**src/cts_pkg.sv**
```systemverilog
// Shared types and codes for the cooperative task scheduler.
package cts_pkg;

  // Default configuration
  localparam int SLOTS_DEF   = 8;
  localparam int TICK_MS_DEF = 10;
  localparam int MAX_RESULTS = 8;
  localparam int NRES_W      = $clog2(MAX_RESULTS + 1);

  // Operation codes
  localparam logic [1:0] OP_ADD      = 2'd0;
  localparam logic [1:0] OP_DELETE   = 2'd1;
  localparam logic [1:0] OP_TICK     = 2'd2;
  localparam logic [1:0] OP_DISPATCH = 2'd3;

  // Result kinds
  localparam logic [2:0] KIND_ADDED   = 3'd0;
  localparam logic [2:0] KIND_FULL    = 3'd1;
  localparam logic [2:0] KIND_DELETED = 3'd2;
  localparam logic [2:0] KIND_IGNORED = 3'd3;
  localparam logic [2:0] KIND_RUN     = 3'd4;

  typedef struct packed {
    logic [1:0]  operation;
    logic [7:0]  task_handle;
    logic [31:0] delay_ms;
    logic [31:0] period_ms;
    logic [7:0]  slot_index;
  } cmd_t;

  typedef struct packed {
    logic [2:0] kind;
    logic [5:0] slot;
    logic [7:0] task_handle_out;
    logic       last;
  } rsp_t;

  // One slot of the task table as kept in memory
  typedef struct packed {
    logic [7:0]  handle;
    logic [31:0] delay_left;
    logic [31:0] period_ticks;
    logic [7:0]  run_count;
  } entry_t;

  localparam int ENTRY_W = $bits(entry_t);

endpackage

```
**src/cts_ram.sv**
```systemverilog
// Generic single-write, single-read RAM with registered read data.
module cts_ram #(
  parameter int WIDTH = 8,
  parameter int DEPTH = 8,
  parameter int AW    = (DEPTH > 1) ? $clog2(DEPTH) : 1
) (
  input  logic             clk,
  input  logic             we,
  input  logic [AW-1:0]    waddr,
  input  logic [WIDTH-1:0] wdata,
  input  logic [AW-1:0]    raddr,
  output logic [WIDTH-1:0] rdata
);

  logic [WIDTH-1:0] mem [DEPTH];

  // Write port
  always_ff @(posedge clk) begin
    if (we) begin
      mem[waddr] <= wdata;
    end
  end

  // Registered read port
  always_ff @(posedge clk) begin
    rdata <= mem[raddr];
  end

endmodule

```
**src/cts_div.sv**
```systemverilog
// Divider of a 32-bit value by a constant: reciprocal multiply, one 16-bit half per cycle.
module cts_div #(
  parameter int DIVISOR = 10
) (
  input  logic        clk,
  input  logic        rst,
  input  logic        go,
  input  logic [31:0] dividend,
  output logic        done,
  output logic [31:0] quotient
);

  // Rounded-up reciprocal of 2^SH / DIVISOR gives an exact quotient for any 32-bit dividend
  localparam int          LG       = (DIVISOR > 1) ? $clog2(DIVISOR) : 0;
  localparam int          SH       = 32 + LG;
  localparam int          ACC_W    = SH + 32;
  localparam logic [63:0] DIV_64   = 64'(DIVISOR);
  localparam logic [63:0] RECIP_64 = ((64'd1 << SH) + DIV_64 - 64'd1) / DIV_64;
  localparam logic [32:0] RECIP    = RECIP_64[32:0];

  logic [31:0]      x;
  logic [ACC_W-1:0] acc;
  logic             step;
  logic             running;
  logic [15:0]      half;
  logic [48:0]      prod;

  // Shared multiplier: one half of the dividend times the reciprocal
  always_comb begin
    half = step ? x[31:16] : x[15:0];
    prod = {33'd0, half} * {16'd0, RECIP};
  end

  // Take the low half first, then add the high half shifted up
  always_ff @(posedge clk) begin
    if (rst) begin
      running <= 1'b0;
      done    <= 1'b0;
      step    <= 1'b0;
    end else begin
      done <= 1'b0;
      if (go) begin
        x       <= dividend;
        step    <= 1'b0;
        running <= 1'b1;
      end else if (running) begin
        if (!step) begin
          acc  <= ACC_W'(prod);
          step <= 1'b1;
        end else begin
          acc     <= acc + (ACC_W'(prod) << 16);
          running <= 1'b0;
          done    <= 1'b1;
        end
      end
    end
  end

  assign quotient = acc[SH +: 32];

  a_go_idle: assert property (@(posedge clk) disable iff (rst) go |-> !running)
    else $error("divider started while running");
  a_done_idle: assert property (@(posedge clk) disable iff (rst) done |-> !running)
    else $error("divider done while still running");
  a_go_starts: assert property (@(posedge clk) disable iff (rst)
    go |=> running && step == 1'b0)
    else $error("divider did not start after go");

endmodule

```
**src/cooperative_task_scheduler_unit.sv**
```systemverilog
// Top level of the cooperative task scheduler: sequencer, slot table and divider.
//
// Usage: drive cmd and raise start; the command transfers at a rising edge with
// start high and busy low. Results appear on rsp for exactly one cycle, marked
// by rsp_valid; rsp.last flags the final result of a command. The receiver
// cannot stall the block, so every result must be taken in its cycle.
// Per command:
//   delete   : handled at transfer, result in the next cycle.
//   add      : free-slot search (a full table ends it with a full result), then
//              two passes of the shared reciprocal multiplier (delay, then
//              period); the result comes in the cycle busy falls.
//   tick     : one table slot read, and written back if in use, per cycle.
//   dispatch : at most one run result per cycle.
// The table memory has one read and one write port; that port pair sets the
// one-slot-per-cycle scan rate. busy stays high while a command is in work.
// Reset frees every slot at once through per-slot valid bits; no clearing pass.
module cooperative_task_scheduler_unit
  import cts_pkg::*;
#(
  parameter int SLOTS   = SLOTS_DEF,
  parameter int TICK_MS = TICK_MS_DEF
) (
  input  logic clk,
  input  logic rst,
  input  logic start,
  input  cmd_t cmd,
  output logic busy,
  output logic rsp_valid,
  output rsp_t rsp
);

  localparam int IDX_W = (SLOTS > 1) ? $clog2(SLOTS) : 1;
  localparam int CNT_W = IDX_W + 1;

  localparam logic [2:0] ST_IDLE = 3'd0;
  localparam logic [2:0] ST_FIND = 3'd1;
  localparam logic [2:0] ST_DIVD = 3'd2;
  localparam logic [2:0] ST_DIVP = 3'd3;
  localparam logic [2:0] ST_SCAN = 3'd4;

  logic [2:0]        state;
  logic [CNT_W-1:0]  cnt;
  logic [1:0]        op_r;
  logic [7:0]        handle_r;
  logic [31:0]       delay_r;
  logic [31:0]       period_r;
  logic [IDX_W-1:0]  free_slot;
  logic [31:0]       dly_ticks;
  logic [SLOTS-1:0]  valid;
  logic              rd_pend;
  logic [IDX_W-1:0]  rd_slot;
  logic              pend;
  logic [IDX_W-1:0]  pend_slot;
  logic [7:0]        pend_handle;
  logic [NRES_W-1:0] nres;

  logic             accept;
  logic             ram_we;
  logic [IDX_W-1:0] ram_waddr;
  entry_t           wr_entry;
  entry_t           rd_entry;
  entry_t           tick_entry;
  logic             div_go;
  logic [31:0]      div_dividend;
  logic             div_done;
  logic [31:0]      div_q;
  logic             find_free;
  logic             find_last;
  logic             scan_done;
  logic             full_out;
  logic             proc;
  logic             cur_valid;
  logic             hit;
  logic             finish;

  assign accept    = start && !busy;
  assign busy      = (state != ST_IDLE);
  assign find_free = !valid[cnt[IDX_W-1:0]];
  assign find_last = (cnt == CNT_W'(SLOTS - 1));
  assign scan_done = (cnt == CNT_W'(SLOTS));
  assign full_out  = (nres == NRES_W'(MAX_RESULTS));
  assign proc      = rd_pend && (op_r == OP_TICK || !full_out);
  assign cur_valid = valid[rd_slot];
  assign hit       = proc && op_r == OP_DISPATCH && cur_valid && rd_entry.run_count != 8'd0;
  assign finish    = (scan_done && !rd_pend) || full_out;

  // Slot table
  cts_ram #(.WIDTH(ENTRY_W), .DEPTH(SLOTS), .AW(IDX_W)) u_table (
    .clk  (clk),
    .we   (ram_we),
    .waddr(ram_waddr),
    .wdata(wr_entry),
    .raddr(cnt[IDX_W-1:0]),
    .rdata(rd_entry)
  );

  // Millisecond to tick conversion
  cts_div #(.DIVISOR(TICK_MS)) u_div (
    .clk     (clk),
    .rst     (rst),
    .go      (div_go),
    .dividend(div_dividend),
    .done    (div_done),
    .quotient(div_q)
  );

  assign div_go       = (state == ST_FIND && find_free) || (state == ST_DIVD && div_done);
  assign div_dividend = (state == ST_FIND) ? delay_r : period_r;

  // Tick update of one slot
  always_comb begin
    tick_entry = rd_entry;
    if (rd_entry.delay_left == 32'd0) begin
      if (rd_entry.run_count != 8'hFF) begin
        tick_entry.run_count = rd_entry.run_count + 8'd1;
      end
      if (rd_entry.period_ticks != 32'd0) begin
        tick_entry.delay_left = rd_entry.period_ticks;
      end
    end else begin
      tick_entry.delay_left = rd_entry.delay_left - 32'd1;
    end
  end

  // Table write: new entry on add, write-back during a scan
  always_comb begin
    ram_we    = 1'b0;
    ram_waddr = rd_slot;
    wr_entry  = rd_entry;
    if (state == ST_DIVP && div_done) begin
      ram_we    = 1'b1;
      ram_waddr = free_slot;
      wr_entry  = '{handle: handle_r, delay_left: dly_ticks, period_ticks: div_q,
                    run_count: 8'd0};
    end else if (state == ST_SCAN && proc && cur_valid && op_r == OP_TICK) begin
      ram_we   = 1'b1;
      wr_entry = tick_entry;
    end else if (state == ST_SCAN && hit) begin
      ram_we             = 1'b1;
      wr_entry.run_count = rd_entry.run_count - 8'd1;
    end
  end

  // Sequencer
  always_ff @(posedge clk) begin
    if (rst) begin
      state     <= ST_IDLE;
      cnt       <= '0;
      valid     <= '0;
      rd_pend   <= 1'b0;
      pend      <= 1'b0;
      nres      <= '0;
      rsp_valid <= 1'b0;
    end else begin
      rsp_valid <= 1'b0;
      unique case (state)
        ST_IDLE: begin
          if (accept) begin
            op_r     <= cmd.operation;
            handle_r <= cmd.task_handle;
            delay_r  <= cmd.delay_ms;
            period_r <= cmd.period_ms;
            cnt      <= '0;
            nres     <= '0;
            pend     <= 1'b0;
            rd_pend  <= 1'b0;
            unique case (cmd.operation)
              OP_ADD: begin
                state <= ST_FIND;
              end
              OP_DELETE: begin
                rsp_valid <= 1'b1;
                if (cmd.slot_index < 8'(SLOTS) && valid[cmd.slot_index[IDX_W-1:0]]) begin
                  valid[cmd.slot_index[IDX_W-1:0]] <= 1'b0;
                  rsp <= '{kind: KIND_DELETED, slot: cmd.slot_index[5:0],
                           task_handle_out: 8'd0, last: 1'b1};
                end else begin
                  rsp <= '{kind: KIND_IGNORED, slot: cmd.slot_index[5:0],
                           task_handle_out: 8'd0, last: 1'b1};
                end
              end
              default: begin
                state <= ST_SCAN;
              end
            endcase
          end
        end
        ST_FIND: begin
          // Search for the lowest free slot
          if (find_free) begin
            free_slot <= cnt[IDX_W-1:0];
            state     <= ST_DIVD;
          end else if (find_last) begin
            rsp_valid <= 1'b1;
            rsp       <= '{kind: KIND_FULL, slot: 6'd0, task_handle_out: 8'd0, last: 1'b1};
            state     <= ST_IDLE;
          end else begin
            cnt <= cnt + CNT_W'(1);
          end
        end
        ST_DIVD: begin
          if (div_done) begin
            dly_ticks <= div_q;
            state     <= ST_DIVP;
          end
        end
        ST_DIVP: begin
          if (div_done) begin
            valid[free_slot] <= 1'b1;
            rsp_valid        <= 1'b1;
            rsp <= '{kind: KIND_ADDED, slot: 6'(free_slot), task_handle_out: 8'd0,
                     last: 1'b1};
            state <= ST_IDLE;
          end
        end
        ST_SCAN: begin
          if (finish) begin
            // Flush the held run result as the final one
            state   <= ST_IDLE;
            rd_pend <= 1'b0;
            pend    <= 1'b0;
            if (pend) begin
              rsp_valid <= 1'b1;
              rsp <= '{kind: KIND_RUN, slot: 6'(pend_slot), task_handle_out: pend_handle,
                       last: 1'b1};
            end
          end else begin
            // Issue the read of the next slot
            if (!scan_done) begin
              cnt     <= cnt + CNT_W'(1);
              rd_pend <= 1'b1;
              rd_slot <= cnt[IDX_W-1:0];
            end else begin
              rd_pend <= 1'b0;
            end
            // Hold one ready slot back so the last result can be flagged
            if (hit) begin
              if (rd_entry.period_ticks == 32'd0) begin
                valid[rd_slot] <= 1'b0;
              end
              if (pend) begin
                rsp_valid <= 1'b1;
                rsp <= '{kind: KIND_RUN, slot: 6'(pend_slot), task_handle_out: pend_handle,
                         last: 1'b0};
              end
              pend        <= 1'b1;
              pend_slot   <= rd_slot;
              pend_handle <= rd_entry.handle;
              nres        <= nres + NRES_W'(1);
            end
          end
        end
        default: begin
          state <= ST_IDLE;
        end
      endcase
    end
  end

  a_rd_in_scan: assert property (@(posedge clk) disable iff (rst) rd_pend |-> state == ST_SCAN)
    else $error("slot read pending outside a scan");
  a_nres_max: assert property (@(posedge clk) disable iff (rst)
    nres <= NRES_W'(MAX_RESULTS))
    else $error("dispatch result count overflow");
  a_run_from_dispatch: assert property (@(posedge clk) disable iff (rst)
    rsp_valid && rsp.kind == KIND_RUN |-> op_r == OP_DISPATCH)
    else $error("run result outside dispatch");
  a_tick_silent: assert property (@(posedge clk) disable iff (rst)
    rsp_valid |-> op_r != OP_TICK)
    else $error("tick produced a result");

endmodule

```
**config.mk**
```make
export PLATFORM = sky130hd
export DESIGN_NAME = cooperative_task_scheduler_unit
export DESIGN_NICKNAME = d
export VERILOG_FILES = /design/src/cts_pkg.sv /design/src/cts_ram.sv /design/src/cts_div.sv /design/src/cooperative_task_scheduler_unit.sv
export SDC_FILE = /design/constraint.sdc
export NUM_CORES = 1
export LEC_CHECK = 0
export BUFFER_PORTS_ARGS = -buffer_cell sky130_fd_sc_hd__buf_2
export CAP_MARGIN = 20
export CORE_MARGIN = 3
export CORE_UTILIZATION = 50
export CTS_CLUSTER_DIAMETER = 200
export CTS_CLUSTER_SIZE = 14
export DETAILED_ROUTE_END_ITERATION = 12
export PLACE_DENSITY = 0.74
export SYNTH_ARGS = -nofsm -noshare
export SYNTH_HDL_FRONTEND = slang
export SYNTH_HIERARCHICAL = 1
export SYNTH_SLANG_ARGS = --single-unit
```
**constraint.sdc**
```tcl
create_clock -name clk -period 10.1 [get_ports clk]
set_clock_uncertainty 0.15 [all_clocks]
set_input_delay 2.02 -clock clk [delete_from_list [all_inputs] [get_ports clk]]
set_output_delay 2.02 -clock clk [all_outputs]
set_load 0.1 [all_outputs]
```
==> results.toml <==
[floorplanning]
std_cell_rows = 110
start_util_pct = 50.88
core-area_um2 = 90840
die_area_um2 = 96120
fp.dieH_um = 310.0
die_x_um = 310.0
pin_count = 105

[clock_network]
cts_buffers = 79
clk_latency_ns = 0.67
cts.path.max_buffers = 3
cts_setup_buffers = 0
htree_levels = 3
path_clk_slew_ns = 0.06
cts_resized = 0
cts_num_sinks = 969
cts_tree = "built"
cts_root_buffer = "clkbuf_16"
cts_hold_buffers = 0

[route]
vias = 26768
drt_iter0_drc = 3031
ant_nets = 0
post_drt_wl_per_cell_um = 23.36
wl_um = 103500
post-route-drc-count = 0
drt_pass1_iterations = 6
via_per_inst = 6.040

[sta]
setup_violations = 0
min_period_ns = 9.238
timing.setup.tns_ns = 0
rsz0062_at_grt = "no"
min_period_over_period_pct = 91.47
max_slew_margin_pct = 24.24
fmax_ghz = 0.1082
final-max-slew-violation-count = 0
tightest_slew_ns = 1.133
finalHoldViolCount = 0

[synthesis]
avgSynthCellArea_um2 = 14.77
synth-seq-area-share_pct = 60.69
synth-edff-count = 864
syn_nets = 3488
syn-cell-area_um2 = 46220
yosys_most_used_dff = "edfxtp_1"
syn_inst = 3130
async_flop_share_pct = 0
synth_cell_type_count = 89
yosysWarningCount = 6
ys_seq_elements = 969

[grt]
track_usage_pct = 21.56
antenna_found_initial = 0
gr-total-overflow = 0
grt_pass1_wl_um = 159100
grt_pass1_vias = 26755
grt_max_degree = 112

[worst_setup_path]
cp_max_fo = 16
crit_type = "reg2reg"
slowest_delay_ns = 0.63
start_kind = "register"
required_ns = 10.32
crit_arrival_ns = 9.46
cp_top_family = "adder cells"
crit_buf_inv = 5
crit_path_end_kind = "register"
cpMaxStageDelayCell = "a311oi_1"

[cells_and_area]
num_antenna_cells = 0
final_layout_size_suffix_gt1_share_pct = 17.87
fillCellCount = 7066
final_common_cell = "edfxtp_1"
nNetsFinal = 3554
area_growth_syn_to_layout_pct = 8.585
layout_common_cells = "edfxtp_1 (864), nand2_1 (246), inv_1 (191)"

[worst_hold_path]
min-delay-path-class = "reg2reg"

[place]
dp_hpwl_um = 67250
place_congestion = 0.9480
port_buffers = 104

[run_status]
status = "completed"

[job]
maxCapViolations = 0
-- flip-flops by register name, indices dropped and copies added, names as in the netlist, 18 cells and up --
signal,cells
rsp,18
u_table/rdata,80
period_r,32
u_table/mem,640
u_div/acc,51
dly_ticks,32
delay_r,32
u_div/x,32
-- cell usage after synthesis (16+ instances only) --
cell,n,area share [%]
a31oi_1,26,0.35
buf_4,32,0.52
fa_1,83,3.6
a21oi_1,134,1.5
buf_1,16,0.13
mux2_2,143,3.5
ha_1,190,5.1
mux4_2,162,7.9
or3_1,22,0.30
nand2b_1,16,0.22
inv_1,191,1.6
edfxtp_1,864,56
nor2_1,124,1.0
o21ai_0,72,0.78
mux2i_1,21,0.45
o211ai_1,17,0.28
dfxtp_1,105,4.5
nor3_1,40,0.43
and3_1,39,0.53
xnor2_1,52,0.99
and2_1,16,0.22
xor2_1,37,0.70
nand4_1,19,0.26
a21o_1,54,0.88
nand2_1,246,2.0
buf_2,24,0.26
nand3_1,36,0.39
nor4_1,24,0.32
clkbuf_1,73,0.59
o21a_1,19,0.31
-- through the flow --
stage	hold slack, ns	instances	utilization (%)	worst slack, ns	instance area [um2]
after floorplan	0.2581	3130	-	1.220	46220
after global placement	0.2663	4291	52.62	1.079	47800
after detailed placement	0.2725	4291	52.62	0.9173	47800
after CTS	0.2886	4432	55.25	0.9297	50180
after global routing	0.3044	4432	55.25	0.3869	50180
final	0.2855	4432	55.25	0.8617	50180
-- worst reg2reg max path: cells and delay by family (launching register included) --
| family | cells | cell delay (ns) |
|---|---|---|
| adders and majority gates | 8 | 3.75 |
| AOI/OAI and AO/OA | 6 | 2.06 |
| and+or+nand+nor | 6 | 1.25 |
| DFF | 1 | 0.58 |
| muxes | 1 | 0.43 |
| buffers and inverters | 5 | 0.38 |
| xor gates and xnor gates | 2 | 0.38 |
-- logic make-up (layout without fill, tap and decap cells) --
logic type / Yosys count / count (layout) / share of synthesized area [%]
DFF: 969 / 969 / 60.69
buffers and inverters: 350 / 476 / 3.363
muxes: 327 / 327 / 11.87
xor gates and xnor gates: 89 / 89 / 1.687
AOI/OAI and AO/OA: 469 / 469 / 6.758
and+or+nand+nor: 653 / 653 / 6.901
adders and majority gates: 273 / 273 / 8.739
-- per-layer routing --
| layer | routed length, um | vias to the layer above | global-route usage (%) |
|---|---|---|---|
| li1 | - | 12016 | - |
| met1 | 42930 | 13484 | 29.91 |
| met2 | 50550 | 1100 | 35.86 |
| met3 | 7305 | 168 | 3.111 |
| met4 | 2768 | 0 | 6.061 |
| met5 | 0 | - | 0 |
-- final timing paths --
path	start	to	slack (ns)	depth (start not counted)
max	u_div/step	u_div/acc[65]	0.86	28
min reg2reg	u_table/rdata[77]	pend_handle[5]	0.29	0
min	u_table/rdata[77]	pend_handle[5]	0.29	0
max reg2reg	u_div/step	u_div/acc[65]	0.86	28
-- layout make-up --
cell class	instances	area [um2]	share of cell area [%]
clock buffers	134	2205	4.393
repair buffers	142	830.8	1.656
multi-input cells	1811	16720	33.31
inverters	193	724.4	1.444
clock inverters	7	176.4	0.3516
flip-flops and latches	969	28060	55.91
well taps	1176	1471	2.932
Power is not shown: default switching activity piles up to over one toggle a cycle in this logic, so the estimate is an artifact.
